**config.mk**
```make
export PLATFORM = sky130hd
export DESIGN_NAME = infix_to_postfix_converter_top
export DESIGN_NICKNAME = d
export VERILOG_FILES = /design/src/rtl/itp_pkg.sv /design/src/rtl/itp_cell.sv /design/src/rtl/itp_ctrl.sv /design/src/rtl/infix_to_postfix_converter_top.sv
export SDC_FILE = /design/constraint.sdc
export NUM_CORES = 1
export LEC_CHECK = 0
export BUFFER_PORTS_ARGS = -buffer_cell sky130_fd_sc_hd__buf_2
export CORE_ASPECT_RATIO = 0.8
export CORE_MARGIN = 4
export CORE_UTILIZATION = 60
export CTS_CLUSTER_SIZE = 24
export DETAILED_ROUTE_END_ITERATION = 10
export GPL_TIMING_DRIVEN = 0
export PLACE_DENSITY = 0.78
export SLEW_MARGIN = 20
export SYNTH_ARGS = -nofsm -noshare
export SYNTH_HDL_FRONTEND = slang
export SYNTH_SLANG_ARGS = --single-unit
```
**constraint.sdc**
```tcl
create_clock -name aclk -period 7.4 [get_ports aclk]
set_input_delay 0.37 -clock aclk [delete_from_list [all_inputs] [get_ports aclk]]
set_output_delay 0.37 -clock aclk [all_outputs]
set_load 0.02 [all_outputs]
```
**src/rtl/itp_pkg.sv**
```systemverilog
// Package for the shunting-yard infix to postfix converter.
// Holds the stack depth, operator codes, character constants and decode helpers.
// No dependencies.
`timescale 1ns / 1ps

package itp_pkg;

    // Operator stack depth (at least 2) and the width of its fill count.
    localparam int STACK_DEPTH = 32;
    localparam int CNT_W       = $clog2(STACK_DEPTH + 1);

    // Stored operator code of one stack entry.
    typedef logic [2:0] code_t;

    localparam code_t CODE_LPAREN = 3'd0;
    localparam code_t CODE_PLUS   = 3'd1;
    localparam code_t CODE_MINUS  = 3'd2;
    localparam code_t CODE_MUL    = 3'd3;
    localparam code_t CODE_DIV    = 3'd4;
    localparam code_t CODE_POW    = 3'd5;

    // ASCII characters that the converter recognizes.
    localparam logic [7:0] CH_LPAREN = 8'h28;
    localparam logic [7:0] CH_RPAREN = 8'h29;
    localparam logic [7:0] CH_MUL    = 8'h2A;
    localparam logic [7:0] CH_PLUS   = 8'h2B;
    localparam logic [7:0] CH_MINUS  = 8'h2D;
    localparam logic [7:0] CH_DIV    = 8'h2F;
    localparam logic [7:0] CH_POW    = 8'h5E;
    localparam logic [7:0] CH_NUL    = 8'h00;

    // Input command codes.
    localparam logic CMD_CHAR   = 1'b0;
    localparam logic CMD_FINISH = 1'b1;

    // Per-cycle operation applied to every cell of the stack.
    typedef enum logic [1:0] {
        STK_HOLD,
        STK_PUSH,
        STK_POP
    } stack_op_t;

    // Control bundle from the sequencer to the cell row.
    typedef struct packed {
        stack_op_t op;
        code_t     code;
    } stack_ctl_t;

    // Sequencer states.
    typedef enum logic {
        ST_IDLE,
        ST_WORK
    } state_t;

    // Character that an operator code is emitted as.
    function automatic logic [7:0] code_char(input code_t code);
        logic [7:0] ch;
        unique case (code)
            CODE_LPAREN: ch = CH_LPAREN;
            CODE_PLUS:   ch = CH_PLUS;
            CODE_MINUS:  ch = CH_MINUS;
            CODE_MUL:    ch = CH_MUL;
            CODE_DIV:    ch = CH_DIV;
            CODE_POW:    ch = CH_POW;
            default:     ch = CH_NUL;
        endcase
        return ch;
    endfunction

    // Precedence of an operator code; '(' and unused codes rank lowest.
    function automatic logic [1:0] code_prec(input code_t code);
        logic [1:0] p;
        unique case (code)
            CODE_PLUS, CODE_MINUS: p = 2'd1;
            CODE_MUL, CODE_DIV:    p = 2'd2;
            CODE_POW:              p = 2'd3;
            default:               p = 2'd0;
        endcase
        return p;
    endfunction

    // True for the five binary operator characters.
    function automatic logic is_op(input logic [7:0] ch);
        return (ch == CH_PLUS) || (ch == CH_MINUS) || (ch == CH_MUL) ||
               (ch == CH_DIV) || (ch == CH_POW);
    endfunction

    // Code of an operator character; meaningful only when is_op holds.
    function automatic code_t op_code(input logic [7:0] ch);
        code_t c;
        unique case (ch)
            CH_PLUS:  c = CODE_PLUS;
            CH_MINUS: c = CODE_MINUS;
            CH_MUL:   c = CODE_MUL;
            CH_DIV:   c = CODE_DIV;
            default:  c = CODE_POW;
        endcase
        return c;
    endfunction

    // ASCII letters and digits pass straight through.
    function automatic logic is_alnum(input logic [7:0] ch);
        return ((ch >= 8'h30) && (ch <= 8'h39)) ||
               ((ch >= 8'h41) && (ch <= 8'h5A)) ||
               ((ch >= 8'h61) && (ch <= 8'h7A));
    endfunction

endpackage

```
**src/rtl/itp_cell.sv**
```systemverilog
// One cell of the operator stack: holds a single code and shifts with its neighbors.
// Depends on itp_pkg.
`timescale 1ns / 1ps

module itp_cell
    import itp_pkg::*;
(
    input  logic      aclk,
    input  stack_op_t op,
    input  code_t     above_code,  // neighbor nearer the top, or the new code at the top
    input  code_t     below_code,  // neighbor farther from the top
    output code_t     code
);

    code_t code_reg;
    code_t code_next;

    // A push moves every entry one place down, a pop one place up.
    always_comb begin
        unique case (op)
            STK_PUSH: code_next = above_code;
            STK_POP:  code_next = below_code;
            default:  code_next = code_reg;
        endcase
    end

    // Payload only; the fill count in the sequencer says which cells are live.
    always_ff @(posedge aclk) begin
        code_reg <= code_next;
    end

    assign code = code_reg;

endmodule

```
**src/rtl/itp_ctrl.sv**
```systemverilog
// Sequencer of the converter: takes input beats, decides pops, pushes and emits,
// keeps the stack fill count and the output register. Depends on itp_pkg.
`timescale 1ns / 1ps

module itp_ctrl
    import itp_pkg::*;
(
    input  logic       aclk,
    input  logic       aresetn,
    input  logic       s_tvalid,
    output logic       s_tready,
    input  logic       s_cmd,
    input  logic [7:0] s_char,
    output logic       m_tvalid,
    input  logic       m_tready,
    output logic [7:0] m_char,
    output logic       m_has,
    output logic       m_ovf,
    output logic       m_last,
    output stack_ctl_t stk_ctl,
    input  code_t      top_code,
    input  code_t      sec_code
);

    state_t           state_reg, state_next;
    logic             cmd_reg;
    logic [7:0]       char_reg;
    logic [CNT_W-1:0] count_reg, count_next;

    logic             m_valid_reg, m_valid_next;
    logic [7:0]       m_char_reg, m_char_next;
    logic             m_has_reg, m_has_next;
    logic             m_ovf_reg, m_ovf_next;
    logic             m_last_reg, m_last_next;

    logic             slot_free;
    logic             step_en;
    logic             emit;
    logic [7:0]       emit_char;
    logic             emit_has;
    logic             emit_ovf;
    logic             emit_last;
    logic             done;
    stack_op_t        op;
    code_t            push_code;

    logic             stack_empty;
    logic             stack_full;
    logic             has_two;
    code_t            in_code;
    logic             top_pops;
    logic             sec_pops;

    assign slot_free   = !m_valid_reg || m_tready;
    assign step_en     = (state_reg == ST_WORK) && slot_free;
    assign stack_empty = (count_reg == '0);
    assign stack_full  = (count_reg == CNT_W'(STACK_DEPTH));
    assign has_two     = (count_reg > CNT_W'(1));
    assign in_code     = op_code(char_reg);

    // An operator pops an entry that is an operator of greater or equal precedence.
    assign top_pops = (top_code != CODE_LPAREN) &&
                      (code_prec(top_code) >= code_prec(in_code));
    assign sec_pops = (sec_code != CODE_LPAREN) &&
                      (code_prec(sec_code) >= code_prec(in_code));

    // One step of the current item: at most one emitted beat and one stack move.
    always_comb begin
        emit      = 1'b0;
        emit_char = CH_NUL;
        emit_has  = 1'b0;
        emit_ovf  = 1'b0;
        emit_last = 1'b0;
        done      = 1'b1;
        op        = STK_HOLD;
        push_code = CODE_LPAREN;
        if (cmd_reg == CMD_FINISH) begin
            // Flush top first, then a terminator beat.
            if (!stack_empty) begin
                emit      = 1'b1;
                emit_char = code_char(top_code);
                emit_has  = 1'b1;
                op        = STK_POP;
                done      = 1'b0;
            end else begin
                emit      = 1'b1;
                emit_last = 1'b1;
            end
        end else if (is_alnum(char_reg)) begin
            emit      = 1'b1;
            emit_char = char_reg;
            emit_has  = 1'b1;
            emit_last = 1'b1;
        end else if (char_reg == CH_LPAREN) begin
            if (stack_full) begin
                emit      = 1'b1;
                emit_ovf  = 1'b1;
                emit_last = 1'b1;
            end else begin
                op        = STK_PUSH;
                push_code = CODE_LPAREN;
            end
        end else if (char_reg == CH_RPAREN) begin
            // Emit down to the matching '(' and drop it; the last emit is final
            // unless another operator sits under it.
            if (!stack_empty && (top_code != CODE_LPAREN)) begin
                emit      = 1'b1;
                emit_char = code_char(top_code);
                emit_has  = 1'b1;
                emit_last = !(has_two && (sec_code != CODE_LPAREN));
                op        = STK_POP;
                done      = 1'b0;
            end else if (!stack_empty) begin
                op = STK_POP;
            end
        end else if (is_op(char_reg)) begin
            if (!stack_empty && top_pops) begin
                // After a pop the push always finds room, so it adds no beat.
                emit      = 1'b1;
                emit_char = code_char(top_code);
                emit_has  = 1'b1;
                emit_last = !(has_two && sec_pops);
                op        = STK_POP;
                done      = 1'b0;
            end else if (stack_full) begin
                emit      = 1'b1;
                emit_ovf  = 1'b1;
                emit_last = 1'b1;
            end else begin
                op        = STK_PUSH;
                push_code = in_code;
            end
        end
    end

    // Next state.
    always_comb begin
        state_next = state_reg;
        unique case (state_reg)
            ST_IDLE: begin
                if (s_tvalid) begin
                    state_next = ST_WORK;
                end
            end
            ST_WORK: begin
                if (step_en && done) begin
                    state_next = ST_IDLE;
                end
            end
            default: state_next = ST_IDLE;
        endcase
    end

    // Handshake, stack control, fill count and output register.
    always_comb begin
        s_tready     = (state_reg == ST_IDLE);
        stk_ctl.op   = step_en ? op : STK_HOLD;
        stk_ctl.code = push_code;
        count_next   = count_reg;
        if (step_en && (op == STK_PUSH)) begin
            count_next = count_reg + CNT_W'(1);
        end else if (step_en && (op == STK_POP)) begin
            count_next = count_reg - CNT_W'(1);
        end
        m_valid_next = m_valid_reg && !m_tready;
        m_char_next  = m_char_reg;
        m_has_next   = m_has_reg;
        m_ovf_next   = m_ovf_reg;
        m_last_next  = m_last_reg;
        if (step_en && emit) begin
            m_valid_next = 1'b1;
            m_char_next  = emit_char;
            m_has_next   = emit_has;
            m_ovf_next   = emit_ovf;
            m_last_next  = emit_last;
        end
    end

    // Control registers.
    always_ff @(posedge aclk) begin
        if (!aresetn) begin
            state_reg   <= ST_IDLE;
            count_reg   <= '0;
            m_valid_reg <= 1'b0;
        end else begin
            state_reg   <= state_next;
            count_reg   <= count_next;
            m_valid_reg <= m_valid_next;
        end
    end

    // Item and result payload registers.
    always_ff @(posedge aclk) begin
        if (s_tvalid && s_tready) begin
            cmd_reg  <= s_cmd;
            char_reg <= s_char;
        end
        m_char_reg <= m_char_next;
        m_has_reg  <= m_has_next;
        m_ovf_reg  <= m_ovf_next;
        m_last_reg <= m_last_next;
    end

    assign m_tvalid = m_valid_reg;
    assign m_char   = m_char_reg;
    assign m_has    = m_has_reg;
    assign m_ovf    = m_ovf_reg;
    assign m_last   = m_last_reg;

endmodule

```
**src/rtl/infix_to_postfix_converter_top.sv**
```systemverilog
// Top level of the shunting-yard infix to postfix converter.
// Depends on itp_pkg, itp_cell and itp_ctrl.
//
//   Channel  Direction  Beat contents
//   s_       in         tdata[7:0] in_char; tuser[0] command (1 = finish and flush)
//   m_       out        tdata[7:0] out_char; tuser[0] has_char, tuser[1] overflow;
//                       tlast marks the final beat of one input item
//
// An item is accepted in ST_IDLE and then worked in ST_WORK one sequencer step at a
// time: a letter, digit, push, overflow or ignored byte is a single step, an item that
// emits operators pops one per step before its push or drop, and a finish pops each
// entry in turn before its terminator beat. The cell row makes one stack move per cycle
// unless a stalled m_ side holds the current step; a new item is taken only in ST_IDLE.
// Reset clears the fill count, the sequencer and the output valid; no clearing
// pass is needed.
`timescale 1ns / 1ps

module infix_to_postfix_converter_top
    import itp_pkg::*;
(
    input  logic       aclk,
    input  logic       aresetn,
    input  logic       s_tvalid,
    output logic       s_tready,
    input  logic [7:0] s_tdata,   // [7:0] in_char
    input  logic       s_tuser,   // [0] command
    output logic       m_tvalid,
    input  logic       m_tready,
    output logic [7:0] m_tdata,   // [7:0] out_char
    output logic [1:0] m_tuser,   // [0] has_char, [1] overflow
    output logic       m_tlast
);

    stack_ctl_t stk_ctl;
    code_t      cell_code [STACK_DEPTH];
    logic       m_has;
    logic       m_ovf;

    // Sequencer and output register.
    itp_ctrl u_ctrl (
        .aclk     (aclk),
        .aresetn  (aresetn),
        .s_tvalid (s_tvalid),
        .s_tready (s_tready),
        .s_cmd    (s_tuser),
        .s_char   (s_tdata),
        .m_tvalid (m_tvalid),
        .m_tready (m_tready),
        .m_char   (m_tdata),
        .m_has    (m_has),
        .m_ovf    (m_ovf),
        .m_last   (m_tlast),
        .stk_ctl  (stk_ctl),
        .top_code (cell_code[0]),
        .sec_code (cell_code[1])
    );

    // Row of stack cells; cell 0 is the top of the stack.
    for (genvar i = 0; i < STACK_DEPTH; i++) begin : g_cell
        code_t above;
        code_t below;
        if (i == 0) begin : g_first
            assign above = stk_ctl.code;
        end else begin : g_mid
            assign above = cell_code[i-1];
        end
        if (i == STACK_DEPTH - 1) begin : g_end
            assign below = CODE_LPAREN;
        end else begin : g_inner
            assign below = cell_code[i+1];
        end
        itp_cell u_cell (
            .aclk       (aclk),
            .op         (stk_ctl.op),
            .above_code (above),
            .below_code (below),
            .code       (cell_code[i])
        );
    end

    assign m_tuser = {m_ovf, m_has};

endmodule

```
* After elaboration in Yosys (flattened, before gate mapping)
Index checks and enable logic that the tools add are counted.
** Cells by class
- Multiplexer cells :: 102
- $add $sub $neg :: 2
- Equality and inequality tests :: 27
- Reduce and logical (&&, ||, !) cells :: 41
- Bitwise logic cells :: 1
- Magnitude comparators :: 9
** Operator list (number)
- $pmux 3 s2 :: 32
- $mux 8 :: 7
- $eq 8x6->1 const B :: 6
- $pmux 7 s6 :: 1
- $mux 1 :: 38
- $mux 3 :: 7
- $eq 3x2->1 const B :: 6
- $eq 3x3->1 const B :: 6
- $mux 2 :: 9
- $pmux 2 s3 :: 3
- $ge 8x7->1 const B :: 2
- $le 8x7->1 const B :: 2
- $logic_and 1x1->1 :: 16
- $reduce_or 2->1 :: 7
- $mux 6 :: 2
- $pmux 3 s4 :: 1
- $eq 3x1->1 const B :: 3
- $eq 8x7->1 const B :: 1
- $ge 8x6->1 const B :: 1
- $le 8x6->1 const B :: 1
- $logic_or 1x1->1 :: 7
- $mux 7 :: 1
- $add 6x1->6 const B :: 1
- $eq 6x6->1 const B :: 1
- 12 further kinds :: 21
** Storage, ports and cells
- Input port bits :: 13
- Word-level logic and storage cells :: 223
- Output and inout port bits :: 13
- Register bits :: 124

* Depth between registers and ports, before layout
Gate-level depths: netlist of run 1.
- Depth after elaboration :: 18
- Depth in mapped cells :: 15
- Gate-level depth less buffers :: 13

* Cells and area by module
A second synthesis of run 1 with hierarchy kept.
** Unflattened totals
- Cells, all modules :: 485
- Area, all modules :: 6462.4 um2
** Modules (own cells, without submodules)
- itp_cell :: area each 143.9 um2, times used 32, sequential area each 90.1 um2, cells each 9
- itp_ctrl :: area each 1839.3 um2, times used 1, sequential area each 760.7 um2, cells each 194
- infix_to_postfix_converter_top :: area each 18.8 um2, times used 1, sequential area each 0.0 um2, cells each 3

* Least setup slack after synthesis of run 1
Ideal clock, no wire load.
- Path kind :: register to register
- Start :: register u_ctrl.char_reg[4]
- End :: register g_cell[0].u_cell.code_reg[0], enable pin
- Setup time :: 0.450 ns
- Cell stages (with the launch flop) :: 12
- Setup slack :: 2.516 ns
- Data required time :: 6.950 ns
- Arrival time :: 4.434 ns
- Period minus slack after synthesis :: 4.884 ns
- Path buffers :: 1
- Cells stage by stage :: edfxtp_1 > and4bb_4 > and2b_2 > o211ai_1 > ha_1 > nand2b_1 > a21oi_1 > nor3_2 > a31o_2 > buf_6 > ha_1 > inv_1
** On the way
- Longest elaborated chain between the ends :: 17
- Elaborated cells between the ends (all ways) :: 44
- Classes of those cells :: 7 x order compare; 14 x eq/ne; 9 x mux; 14 x reduce/logical
** Ends and longest elaborated chain
- from (decl) :: line itp_ctrl.sv:27 : logic [7:0] char_reg;
- from (signal assigned) :: line itp_ctrl.sv:196 : char_reg <= s_char;
- $eq 8x6->1, on equally long branches :: line itp_pkg.sv:85, itp_pkg.sv:91, itp_pkg.sv:84
- $pmux 3 s4 :: line itp_pkg.sv:91 : unique case (ch)
- $eq 3x2->1 (tied with other cells) :: line itp_pkg.sv:73 : unique case (code)
- $reduce_or 2->1 :: line itp_pkg.sv:73
- $pmux 2 s3 :: line itp_pkg.sv:73
- $ge 2x2->1 :: line itp_ctrl.sv:63 : (code_prec(top_code) >= code_prec(in_code));
- $logic_and 1x1->1 :: line itp_ctrl.sv:62 : assign top_pops = (top_code != CODE_LPAREN) &&
- $logic_and 1x1->1 :: line itp_ctrl.sv:117 : if (!stack_empty && top_pops) begin
- $mux 2 :: line itp_ctrl.sv:117
- $mux 2 :: line itp_ctrl.sv:116 : end else if (is_op(char_reg)) begin
- $mux 2 :: line itp_ctrl.sv:103 : end else if (char_reg == CH_RPAREN) begin
- $mux 2 :: line itp_ctrl.sv:94 : end else if (char_reg == CH_LPAREN) begin
- $mux 2 (*) :: line itp_ctrl.sv:89 : end else if (is_alnum(char_reg)) begin
- $mux 2 (*) :: line itp_ctrl.sv:77 : if (cmd_reg == CMD_FINISH) begin
- $mux 2 (*) :: line itp_ctrl.sv:157 : stk_ctl.op = step_en ? op : STK_HOLD;
- $eq 2x1->1 or $eq 2x2->1 (tied branches) :: line itp_cell.sv:20 : unique case (op)
- $reduce_bool 2->1 (no source line) (*)
- to (signal assigned) :: line itp_cell.sv:29 : code_reg <= code_next;
- to (decl) :: line itp_cell.sv:15 : code_t code_reg;
Mark *: on every way between the ends. The rest lies on a longest branch, timed or not.
A chain may end at the register's enable or synchronous reset.

* Final worst setup path of run 1
- Start :: register u_ctrl.char_reg[4]
- End :: register g_cell[16].u_cell.code_reg[1] (data pin)
** On the way
- Longest elaborated chain between the ends :: 17
- Elaborated cells between the ends (all ways) :: 44
- Classes of those cells :: 7 x order compare; 14 x eq/ne; 10 x mux; 13 x reduce/logical
** Ends and longest elaborated chain
- $eq 8x6->1, on equally long branches :: line itp_pkg.sv:85, itp_pkg.sv:91, itp_pkg.sv:84
- $pmux 3 s4 :: line itp_pkg.sv:91
- $eq 3x2->1 (tied with other cells) :: line itp_pkg.sv:73
- $reduce_or 2->1 :: line itp_pkg.sv:73
- $pmux 2 s3 :: line itp_pkg.sv:73
- $ge 2x2->1 :: line itp_ctrl.sv:63
- $logic_and 1x1->1 :: line itp_ctrl.sv:62
- $logic_and 1x1->1 :: line itp_ctrl.sv:117
- [... 2 more ...]
- $mux 2 :: line itp_ctrl.sv:103
- $mux 2 :: line itp_ctrl.sv:94
- $mux 2 (*) :: line itp_ctrl.sv:89
- $mux 2 (*) :: line itp_ctrl.sv:77
- $mux 2 (*) :: line itp_ctrl.sv:157
- $eq 2x2->1 or $eq 2x1->1 (tied branches) :: line itp_cell.sv:20
- $pmux 3 s2 (*) :: line itp_cell.sv:20
- via g_cell[16].u_cell.code_next[1] :: line itp_cell.sv:16 : code_t code_next;
- to (signal assigned) :: line itp_cell.sv:29
- to (decl) :: line itp_cell.sv:15
The timed path passes the listed nets; every way through them passes the cells marked *.

==> flow_summary.json, run 1 <==
{
  "p_sw_share_pct": 20.2,
  "required_ns": 7.56,
  "vias_per_cell": 5.76,
  "max_slew_margin_pct": 35.1,
  "pwr-share-comb_pct": 3.1,
  "antenna_cells": 0,
  "rows": 32,
  "yosys-top-cells-area": "edfxtp_1 58%, mux2_2 17%, dfxtp_1 2.7%",
  "routed_wl_um": 10800,
  "p_per_area_mw_per_mm2": 228,
  "wl_met2_um": 4910,
  "grtUsageTotal_pct": 19.6,
  "worst_slew_pin_slew_ns": 0.969,
  "hold_viol": 0,
  "drive_gt1_share_pct": 34.2,
  "highest_layer": "met4",
  "arrival_ns": 4.61,
  "synth-seq-cells": 124,
  "most-common-layout-cells": "116 x edfxtp_1, 89 x mux2_2, 29 x nand2_1, 25 x buf_2, 17 x clkbuf_16",
  "cts_tree": "done",
  "crit_path_end_kind": "register",
  "grt_pass1_vias": 3514,
  "synth.yosys.seq_area_share_pct": 61.1,
  "dp_cells": 578,
  "synthCells": 416,
  "area_growth_pct": 14.1,
  "post-synth-top-area-cell": "edfxtp_1",
  "vias": 3509,
  "holdPathStages": 1,
  "die_h_um": 97.2,
  "pwr-share-seq_pct": 49.9,
  "crit_type": "register to register",
  "largest_reg_flops": 96,
  "met1Wirelength_um": 5080,
  "setup-tns-final_ns": 0,
  "grt-ovfl-total": 0,
  "cp_max_fo": 10,
  "rsz0062_at_grt": "false",
  "drc_errors": 0,
  "maxCapViolCount": 0,
  "hold_path_class": "primary input to register",
  "ff2ff_path_depth": 13,
  "synth_top_area_share_pct": 58.4,
  "grt_pass1_wl_um": 17800,
  "cts_hold_buf": 0,
  "insertion_delay_ns": 0.41,
  "peakVddDrop_mv": 0.194,
  "setup_viol": 0,
  "initialDrtViolationCount": 369,
  "p_int_mw": 1.24,
  "status": "finished, final reports clean",
  "synth_edf_count": 116,
  "die_area_sq_mm": 0.0116,
  "ctsResizeCount": 0,
  "fin_worst_skew_ns": 0.00456,
  "gp_congestion": 0.859,
  "min_period_over_period_pct": 60.1,
  "finalCriticalPeriod_ns": 4.45,
  "synth_nets": 439,
  "clock_path_buffers": 2,
  "core-area_sq_mm": 0.00965,
  "synth_area_per_cell_sq_um": 14.3,
  "dr_wl_met3_um": 684,
  "initial_core_util_pct": 61.8,
  "htreeDepth": 4,
  "wire_per_inst_um": 17.7,
  "cp-start-kind": "register",
  "antenna_left": 0,
  "final_cells": 609,
  "grt_antenna_before_repair": 0,
  "clock-root-buffer": "clkbuf_16",
  "die_w_um": 119,
  "leakage_nw": 2.36,
  "ioPinCount": 26,
  "total_power_mw": 1.55,
  "nNetsFinal": 484,
  "final_common_cell": "edfxtp_1",
  "yosysUniqueCellTypes": 60,
  "io_buffers": 25,
  "syn_area_sq_mm": 0.00596,
  "cts_setup_buffers": 0,
  "cts.clk_slew.worst_paths_ns": 0.05,
  "grt_max_degree": 64,
  "cts.sinks": 124,
  "dp_hpwl_um": 7260,
  "p_sw_mw": 0.314,
  "synth_flop_cell": "edfxtp_1",
  "synth-warning-count": 0,
  "p_clk_share_pct": 47.0,
  "async_flop_share_pct": 0,
  "report.final.slew_viol_count": 0,
  "max_freq_mhz": 225,
  "first_pass_iters": 5,
  "cts_buffers": 17
}
## stage by stage
stage / setup WS, ns / area, sq um / utilization, % / hold WS [ns]
detailed placement: 3.03 / 6290 / 65.2 / 0.521
global route: 2.71 / 6800 / 70.5 / 0.115
floorplan: 2.52 / 5960 / - / 0.469
global placement: 1.65 / 6260 / 64.8 / 0.503
CTS: 2.95 / 6800 / 70.5 / 0.118
finish: 2.95 / 6800 / 70.5 / 0.129
## worst paths after layout
kind,start,endpoint,slack (ns)
max reg2reg,u_ctrl.char_reg[4]$_DFFE_PP_,g_cell[16].u_cell.code[1]$_DFFE_PP_,2.95
min reg2reg,u_ctrl.count_reg[5]$_SDFFE_PN0P_,u_ctrl.count_reg[5]$_SDFFE_PN0P_,0.53
min,s_tdata[2],u_ctrl.char_reg[2]$_DFFE_PP_,0.13
max,u_ctrl.char_reg[4]$_DFFE_PP_,g_cell[16].u_cell.code[1]$_DFFE_PP_,2.95
## synth_stat cells (3+ instances only)
library cell	number
a21o_1	3
a21oi_1	13
a31oi_1	3
a32oi_1	3
and2_1	4
and3_1	4
buf_1	4
buf_4	4
buf_6	3
clkbuf_1	10
dfxtp_1	8
edfxtp_1	116
ha_1	10
inv_1	8
mux2_2	89
mux2i_1	7
nand2_1	29
nand2b_1	8
nand3_1	7
nor2_1	12
nor2b_1	7
nor3_1	9
o21ai_0	13
o31ai_1	4
## cell type report
type	count	area [sq um]
Fill cell	632	2850
Timing Repair Buffer	26	153
Inverter	8	32.5
Buffer	22	121
Tap cell	136	170
Multi-Input combinational cell	262	2170
Sequential cell	124	3640
Clock inverter	10	76.3
Clock buffer	21	440
## power groups by stage
| stage | sequential (mW) | clock [mW] | combinational, mW |
|---|---|---|---|
| after floorplan | 0.790 | 0 | 0.0292 |
| after global routing | 0.775 | 0.779 | 0.0518 |
| after CTS | 0.775 | 0.737 | 0.0473 |
| final | 0.775 | 0.729 | 0.0477 |
| after global placement | 0.788 | 0 | 0.0452 |
| after detailed placement | 0.789 | 0 | 0.0469 |
## critical path, stage by stage, from the launching register on
cell	delay, ns
edfxtp_1	0.47
and4bb_4	0.42
and2b_2	0.23
o211ai_1	0.13
ha_1	0.31
nand2b_1	0.12
a21oi_1	0.13
nor3_2	0.35
a31o_2	0.23
buf_6	0.14
ha_1	0.25
buf_1	0.49
buf_1	0.51
mux2_2	0.40
## cell families after synthesis
kind of cell	synth area share [%]
buffers and inverters	2.54
muxes	18.0
and+or+nand+nor	8.94
AOI/OAI and AO/OA	7.11
DFF	61.1
adders and majority gates	2.10
other	0.0629
xor gates and xnor gates	0.147
## metal layers
metal | GRT usage (%) | vias up
li1 | - | 1679
met1 | 28.1 | 1723
met2 | 28.1 | 98
met3 | 6.69 | 9
met4 | 6.60 | 0
met5 | 0 | -
(Power assumes the default switching activity.)
==> run 2: changes to the inputs <==
--- a/config.mk
+++ b/config.mk
@@ -5,14 +5,15 @@
 export SDC_FILE = /design/constraint.sdc
 export NUM_CORES = 1
 export LEC_CHECK = 0
+export ABC_AREA = 1
 export BUFFER_PORTS_ARGS = -buffer_cell sky130_fd_sc_hd__buf_2
 export CORE_ASPECT_RATIO = 0.8
 export CORE_MARGIN = 4
-export CORE_UTILIZATION = 60
+export CORE_UTILIZATION = 56
 export CTS_CLUSTER_SIZE = 24
 export DETAILED_ROUTE_END_ITERATION = 10
 export GPL_TIMING_DRIVEN = 0
-export PLACE_DENSITY = 0.78
+export PLACE_DENSITY = 0.76
 export SLEW_MARGIN = 20
 export SYNTH_ARGS = -nofsm -noshare
 export SYNTH_HDL_FRONTEND = slang
==> constraint.sdc (replaced) <==
create_clock -name aclk -period 3.9 [get_ports aclk]
set_input_delay 0.195 -clock aclk [delete_from_list [all_inputs] [get_ports aclk]]
set_output_delay 0.195 -clock aclk [all_outputs]
set_load 0.02 [all_outputs]
==> flow_summary.json, run 2 <==
{
  "status": "finished, final reports clean",
  "fin_worst_skew_ns": 0.00638,
  "clock_path_buffers": 2,
  "antenna_cells": 0,
  "synth_flop_cell": "edfxtp_1",
  "report.final.slew_viol_count": 0,
  "synth_most_common_cell": "nand2_1",
  "synth-warning-count": 0,
  "cts_buffers": 17,
  "grt_pass1_vias": 4453,
  "arrival_ns": 3.89,
  "async_flop_share_pct": 0,
  "vias": 4573,
  "max_freq_mhz": 266,
  "io_buffers": 25,
  "rsz0062_at_grt": "true",
  "leakage_nw": 3.03,
  "synth_edf_count": 116,
  "synth.yosys.seq_area_share_pct": 60.3,
  "largest_reg_flops": 96,
  "grtUsageTotal_pct": 22.4,
  "hold_viol": 0,
  "antenna_left": 0,
  "worst_slew_pin_slew_ns": 0.833,
  "dp_hpwl_um": 8590,
  "initialDrtViolationCount": 459,
  "yosys-top-cells-area": "edfxtp_1 58%, nand2_1 11%, o21ai_0 5.1%",
  "cts.clk_slew.worst_paths_ns": 0.06,
  "die_h_um": 101,
  "cp-start-kind": "register",
  "finalCriticalPeriod_ns": 3.75,
  "synth_area_per_cell_sq_um": 9.79,
  "clock-root-buffer": "clkbuf_16",
  "core-area_sq_mm": 0.0104,
  "htreeDepth": 4,
  "required_ns": 4.03,
  "hold_path_class": "primary input to register",
  "most-common-layout-cells": "179 x nand2_1, 116 x edfxtp_1, 64 x inv_1, 62 x o21ai_0, 44 x nor2_1",
  "grt_antenna_before_repair": 0,
  "synth-seq-cells": 124,
  "die_area_sq_mm": 0.0125,
  "min_period_over_period_pct": 96.3,
  "cts_tree": "done",
  "yosysUniqueCellTypes": 36,
  "cts.sinks": 124,
  "peakVddDrop_mv": 0.401,
  "ioPinCount": 26,
  "grt-ovfl-total": 0,
  "gp_congestion": 0.908,
  "cp_max_fo": 10,
  "crit_path_end_kind": "register",
  "rows": 33,
  "insertion_delay_ns": 0.41,
  "initial_core_util_pct": 58.1,
  "die_w_um": 124,
  "max_slew_margin_pct": 44.3,
  "final_cells": 827,
  "routed_wl_um": 13200,
  "first_pass_iters": 5,
  "maxCapViolCount": 0,
  "synthCells": 617,
  "post-synth-top-area-cell": "edfxtp_1",
  "grt_pass1_wl_um": 21500,
  "nNetsFinal": 697,
  "p_per_area_mw_per_mm2": 523,
  "drc_errors": 0,
  "dp_cells": 784,
  "area_growth_pct": 19.0,
  "syn_area_sq_mm": 0.00604,
  "yosys-top-cells-count": "181 x nand2_1, 116 x edfxtp_1, 66 x inv_1",
  "crit_type": "register to register",
  "synth_nets": 640,
  "grt_max_degree": 36,
  "wire_per_inst_um": 16.0,
  "synth_top_area_share_pct": 57.7,
  "drive_gt1_share_pct": 16.4,
  "final_common_cell": "nand2_1",
  "vias_per_cell": 5.53,
  "setup-tns-final_ns": 0,
  "setup_viol": 0
}
[run 2: final timing paths]
kind,endpoint,cells after the start,from,slack (ns)
setup / recovery,g_cell[12].u_cell.code[1]$_DFFE_PP_,21,u_ctrl.char_reg[4]$_DFFE_PP_,0.15
hold / removal,u_ctrl.state_reg$_SDFF_PN0_,3,aresetn,0.06
setup reg to reg,g_cell[12].u_cell.code[1]$_DFFE_PP_,21,u_ctrl.char_reg[4]$_DFFE_PP_,0.15
hold reg to reg,u_ctrl.m_tvalid$_SDFF_PN0_,2,u_ctrl.m_tvalid$_SDFF_PN0_,0.48
[run 2: worst max-delay path, cell delays in order (launching register included)]
cell and delay (ns):
edfxtp_1 0.44, inv_2 0.12, nand2_4 0.07, nor2_8 0.21
nand2_2 0.09, inv_2 0.07, a31oi_1 0.08, ha_1 0.33
nand2_1 0.06, nand3_2 0.08, nand3_4 0.09, nand2_2 0.09
inv_2 0.05, nor2_1 0.08, nand2_1 0.06, nand2_2 0.12
nand3_4 0.14, inv_1 0.17, ha_4 0.14, clkbuf_1 0.34
buf_1 0.43, o21ai_0 0.19
[run 2: routing by layer]
| layer | track usage, % | up-vias | part of all wire (%) |
|---|---|---|---|
| li1 | - | 2174 | - |
| met1 | 31.5 | 2175 | 45 |
| met2 | 34.8 | 197 | 46 |
| met3 | 5.61 | 27 | 7.7 |
| met4 | 6.82 | 0 | 1.6 |
| met5 | 0 | - | 0 |
[run 2: cell type report]
cell class	count	area, sq um
flip-flops and latches	124	3640
clock buffers	21	470
inverters	73	278
plain buffers	24	124
repair buffers	37	263
well taps	140	175
clock inverters	11	189
repair inverters	1	5.00
multi-input cells	396	2040
fillers	752	3220
[run 2: repair_timing]
action / 4_1_cts / 5_1_grt
hold buffers: 9 / 0
gates cloned: 1 / 0
setup endpoints to repair: 37 / 99
resized for setup: 1 / 19
endpoints found under the hold margin: 9 / 0
setup buffers: 0 / 1
[run 2: where the power goes]
part / switching (mW) / leakage, nW / total (mW) / internal (mW)
Sequential: 0.0401 / 1.13 / 1.60 / 1.56
Combinational: 0.280 / 1.58 / 0.411 / 0.131
Clock: 0.568 / 0.319 / 1.75 / 1.18
Total: 0.888 / 3.03 / 3.76 / 2.87
[run 2: per-stage QoR]
stage / setup WS, ns / utilization [%] / total power [mW] / cell area, sq um / hold slack (ns)
2_1_floorplan: -0.0983 / - / 1.90 / 6080 / 0.294
3_3_place_gp: -0.863 / 61.3 / 1.99 / 6380 / 0.372
3_5_place_dp: 0.00663 / 61.7 / 2.02 / 6420 / 0.373
4_1_cts: 0.0159 / 68.9 / 3.77 / 7170 / 0.0506
5_1_grt: -0.0925 / 69.1 / 3.89 / 7190 / 0.0908
6_report: 0.146 / 69.1 / 3.76 / 7190 / 0.0628
[run 2: cell families after synthesis]
family | share of synthesized area [%]
flops | 60.3
other cells | 0.0621
mux | 0.186
simple gates | 21.1
xor+xnor | 1.16
fa+ha+maj | 2.07
compound gates | 8.76
buf+inv | 6.40
==> run 3: changes to the inputs <==
--- a/config.mk
+++ b/config.mk
@@ -6,14 +6,14 @@
 export NUM_CORES = 1
 export LEC_CHECK = 0
 export ABC_AREA = 1
-export BUFFER_PORTS_ARGS = -buffer_cell sky130_fd_sc_hd__buf_2
 export CORE_ASPECT_RATIO = 0.8
 export CORE_MARGIN = 4
-export CORE_UTILIZATION = 56
+export CORE_UTILIZATION = 57
 export CTS_CLUSTER_SIZE = 24
 export DETAILED_ROUTE_END_ITERATION = 10
+export DONT_BUFFER_PORTS = 1
 export GPL_TIMING_DRIVEN = 0
-export PLACE_DENSITY = 0.76
+export PLACE_DENSITY = 0.75
 export SLEW_MARGIN = 20
 export SYNTH_ARGS = -nofsm -noshare
 export SYNTH_HDL_FRONTEND = slang
==> flow_summary.json, run 3 (synthesis gave the netlist of run 2 again) <==
{
  "drc_errors": 0,
  "dp_slack_ns": -0.0865,
  "max_slew_margin_pct": 44.0,
  "peakVddDrop_mv": 0.297,
  "antenna_left": 0,
  "slowest_delay_ns": 0.44,
  "wire_per_inst_um": 16.1,
  "design_area_sq_mm": 0.00703,
  "setup_ws_ns": 0.229,
  "ioPinCount": 26,
  "arrival_ns": 3.95,
  "cts.clk_slew.worst_paths_ns": 0.05,
  "die_h_um": 100,
  "max_freq_mhz": 272,
  "final_common_cell": "nand2_1",
  "cts_tree": "done",
  "first_pass_iters": 7,
  "die_area_sq_mm": 0.0123,
  "dp_hpwl_um": 8450,
  "rsz0062_at_grt": "false",
  "grt-ovfl-total": 0,
  "cp_max_fo": 10,
  "path_common_cell": "nand2_1",
  "whs_ns": 0.0155,
  "io_buffers": 0,
  "most-common-layout-cells": "179 x nand2_1, 116 x edfxtp_1, 64 x inv_1, 62 x o21ai_0, 44 x nor2_1",
  "grt_antenna_before_repair": 0,
  "report.final.slew_viol_count": 0,
  "grtUsageTotal_pct": 22.6,
  "maxCapViolCount": 0,
  "setup_viol": 0,
  "routed_wl_um": 13000,
  "core-area_sq_mm": 0.0103,
  "cp-start-kind": "register",
  "antenna_cells": 0,
  "place_area_sq_mm": 0.00629,
  "area_growth_pct": 16.4,
  "slowest_stage": "edfxtp_1",
  "min_period_over_period_pct": 94.1,
  "vias_per_cell": 5.54,
  "grt_max_degree": 38,
  "worst_slew_pin_slew_ns": 0.836,
  "cts.sinks": 124,
  "insertion_delay_ns": 0.41,
  "total_power_mw": 3.58,
  "drive_gt1_share_pct": 12.8,
  "crit_type": "register to register",
  "initial_core_util_pct": 58.8,
  "cts_buffers": 17,
  "fin_worst_skew_ns": 0.00702,
  "p_per_area_mw_per_mm2": 509,
  "hold_viol": 0,
  "vias": 4453,
  "clock-root-buffer": "clkbuf_16",
  "dp_cells": 759,
  "nNetsFinal": 674,
  "gp_congestion": 0.882,
  "final_util_pct": 68.4,
  "path_cells": "inv_2 -> nand2_4 -> nor2_8 -> nand2_2 -> inv_2 -> a31oi_1 -> ha_1 -> nand2_1 -> nand3_2 -> nand3_4 -> nand2_2 -> inv_2 -> nor2_1 -> nand2_1 -> nand2_2 -> nand3_4 -> inv_1 -> ha_1 -> clkbuf_1 -> clkbuf_2 -> nand2_1 -> nand2_1",
  "crit_path_end_kind": "register",
  "leakage_nw": 2.92,
  "hold_path_class": "primary input to register",
  "setup-tns-final_ns": 0,
  "htreeDepth": 4,
  "final_cells": 804,
  "die_w_um": 123,
  "finalCriticalPeriod_ns": 3.67,
  "grt_pass1_vias": 4229,
  "largest_reg_flops": 96,
  "clock_path_buffers": 2,
  "initialDrtViolationCount": 442,
  "grt_pass1_wl_um": 21100,
  "fill_cells": 744,
  "required_ns": 4.17,
  "status": "finished, final reports clean",
  "rows": 33
}
==> run 3: path summary, 6_finish.rpt <==
check / startpoint / end / slack [ns] / depth (start not counted)
min reg2reg: g_cell[31].u_cell.code[1]$_SDFFCE_PN0P_ / g_cell[30].u_cell.code[1]$_DFFE_PP_ / 0.52 / 2
max reg2reg: u_ctrl.char_reg[4]$_DFFE_PP_ / g_cell[30].u_cell.code[0]$_DFFE_PP_ / 0.23 / 22
max: u_ctrl.char_reg[4]$_DFFE_PP_ / g_cell[30].u_cell.code[0]$_DFFE_PP_ / 0.23 / 22
min: aresetn / u_ctrl.count_reg[1]$_SDFFE_PN0P_ / 0.02 / 4
==> run 3: power breakdown <==
| part | leakage (nW) | internal, mW | total, mW | switching [mW] |
|---|---|---|---|---|
| Clock | 0.298 | 1.05 | 1.58 | 0.529 |
| Combinational | 1.49 | 0.124 | 0.388 | 0.263 |
| Sequential | 1.13 | 1.56 | 1.61 | 0.0505 |
==> run 3: layout make-up <==
class                   count  area (sq um)  share of cell area, %
well taps                 140           175                   2.49
clock inverters             8           115                   1.64
inverters                  73           278                   3.95
plain buffers              23           120                   1.71
multi-input cells         396          2040                   29.0
clock buffers              24           482                   6.85
repair inverters            1          7.51                  0.107
flip-flops and latches    124          3640                   51.8
repair buffers             15           168                   2.38
==> run 3: per-layer routing <==
metal / global-route usage (%) / wire length [um] / vias up
li1: - / - / 2139
met1: 31.7 / 5900 / 2121
met2: 34.0 / 5940 / 178
met3: 6.37 / 956 / 15
met4: 8.00 / 159 / 0
met5: 0 / 0 / -
==> run 3: worst max-delay path, delay by kind of cell (launching register included) <==
kind	cells	cell delay, ns
AO/OA/AOI/OAI	1	0.08
flip-flops	1	0.44
buffers and inverters	6	1.19
adder cells (fa/ha/maj)	2	0.55
AND/OR/NAND/NOR	13	1.29
==> run 3: timing repair <==
action	CTS	global route
gates cloned	1	0
setup endpoints to repair	37	116
hold buffers	12	0
resized for setup	0	19
hold endpoints to repair	11	0
setup buffers	0	1
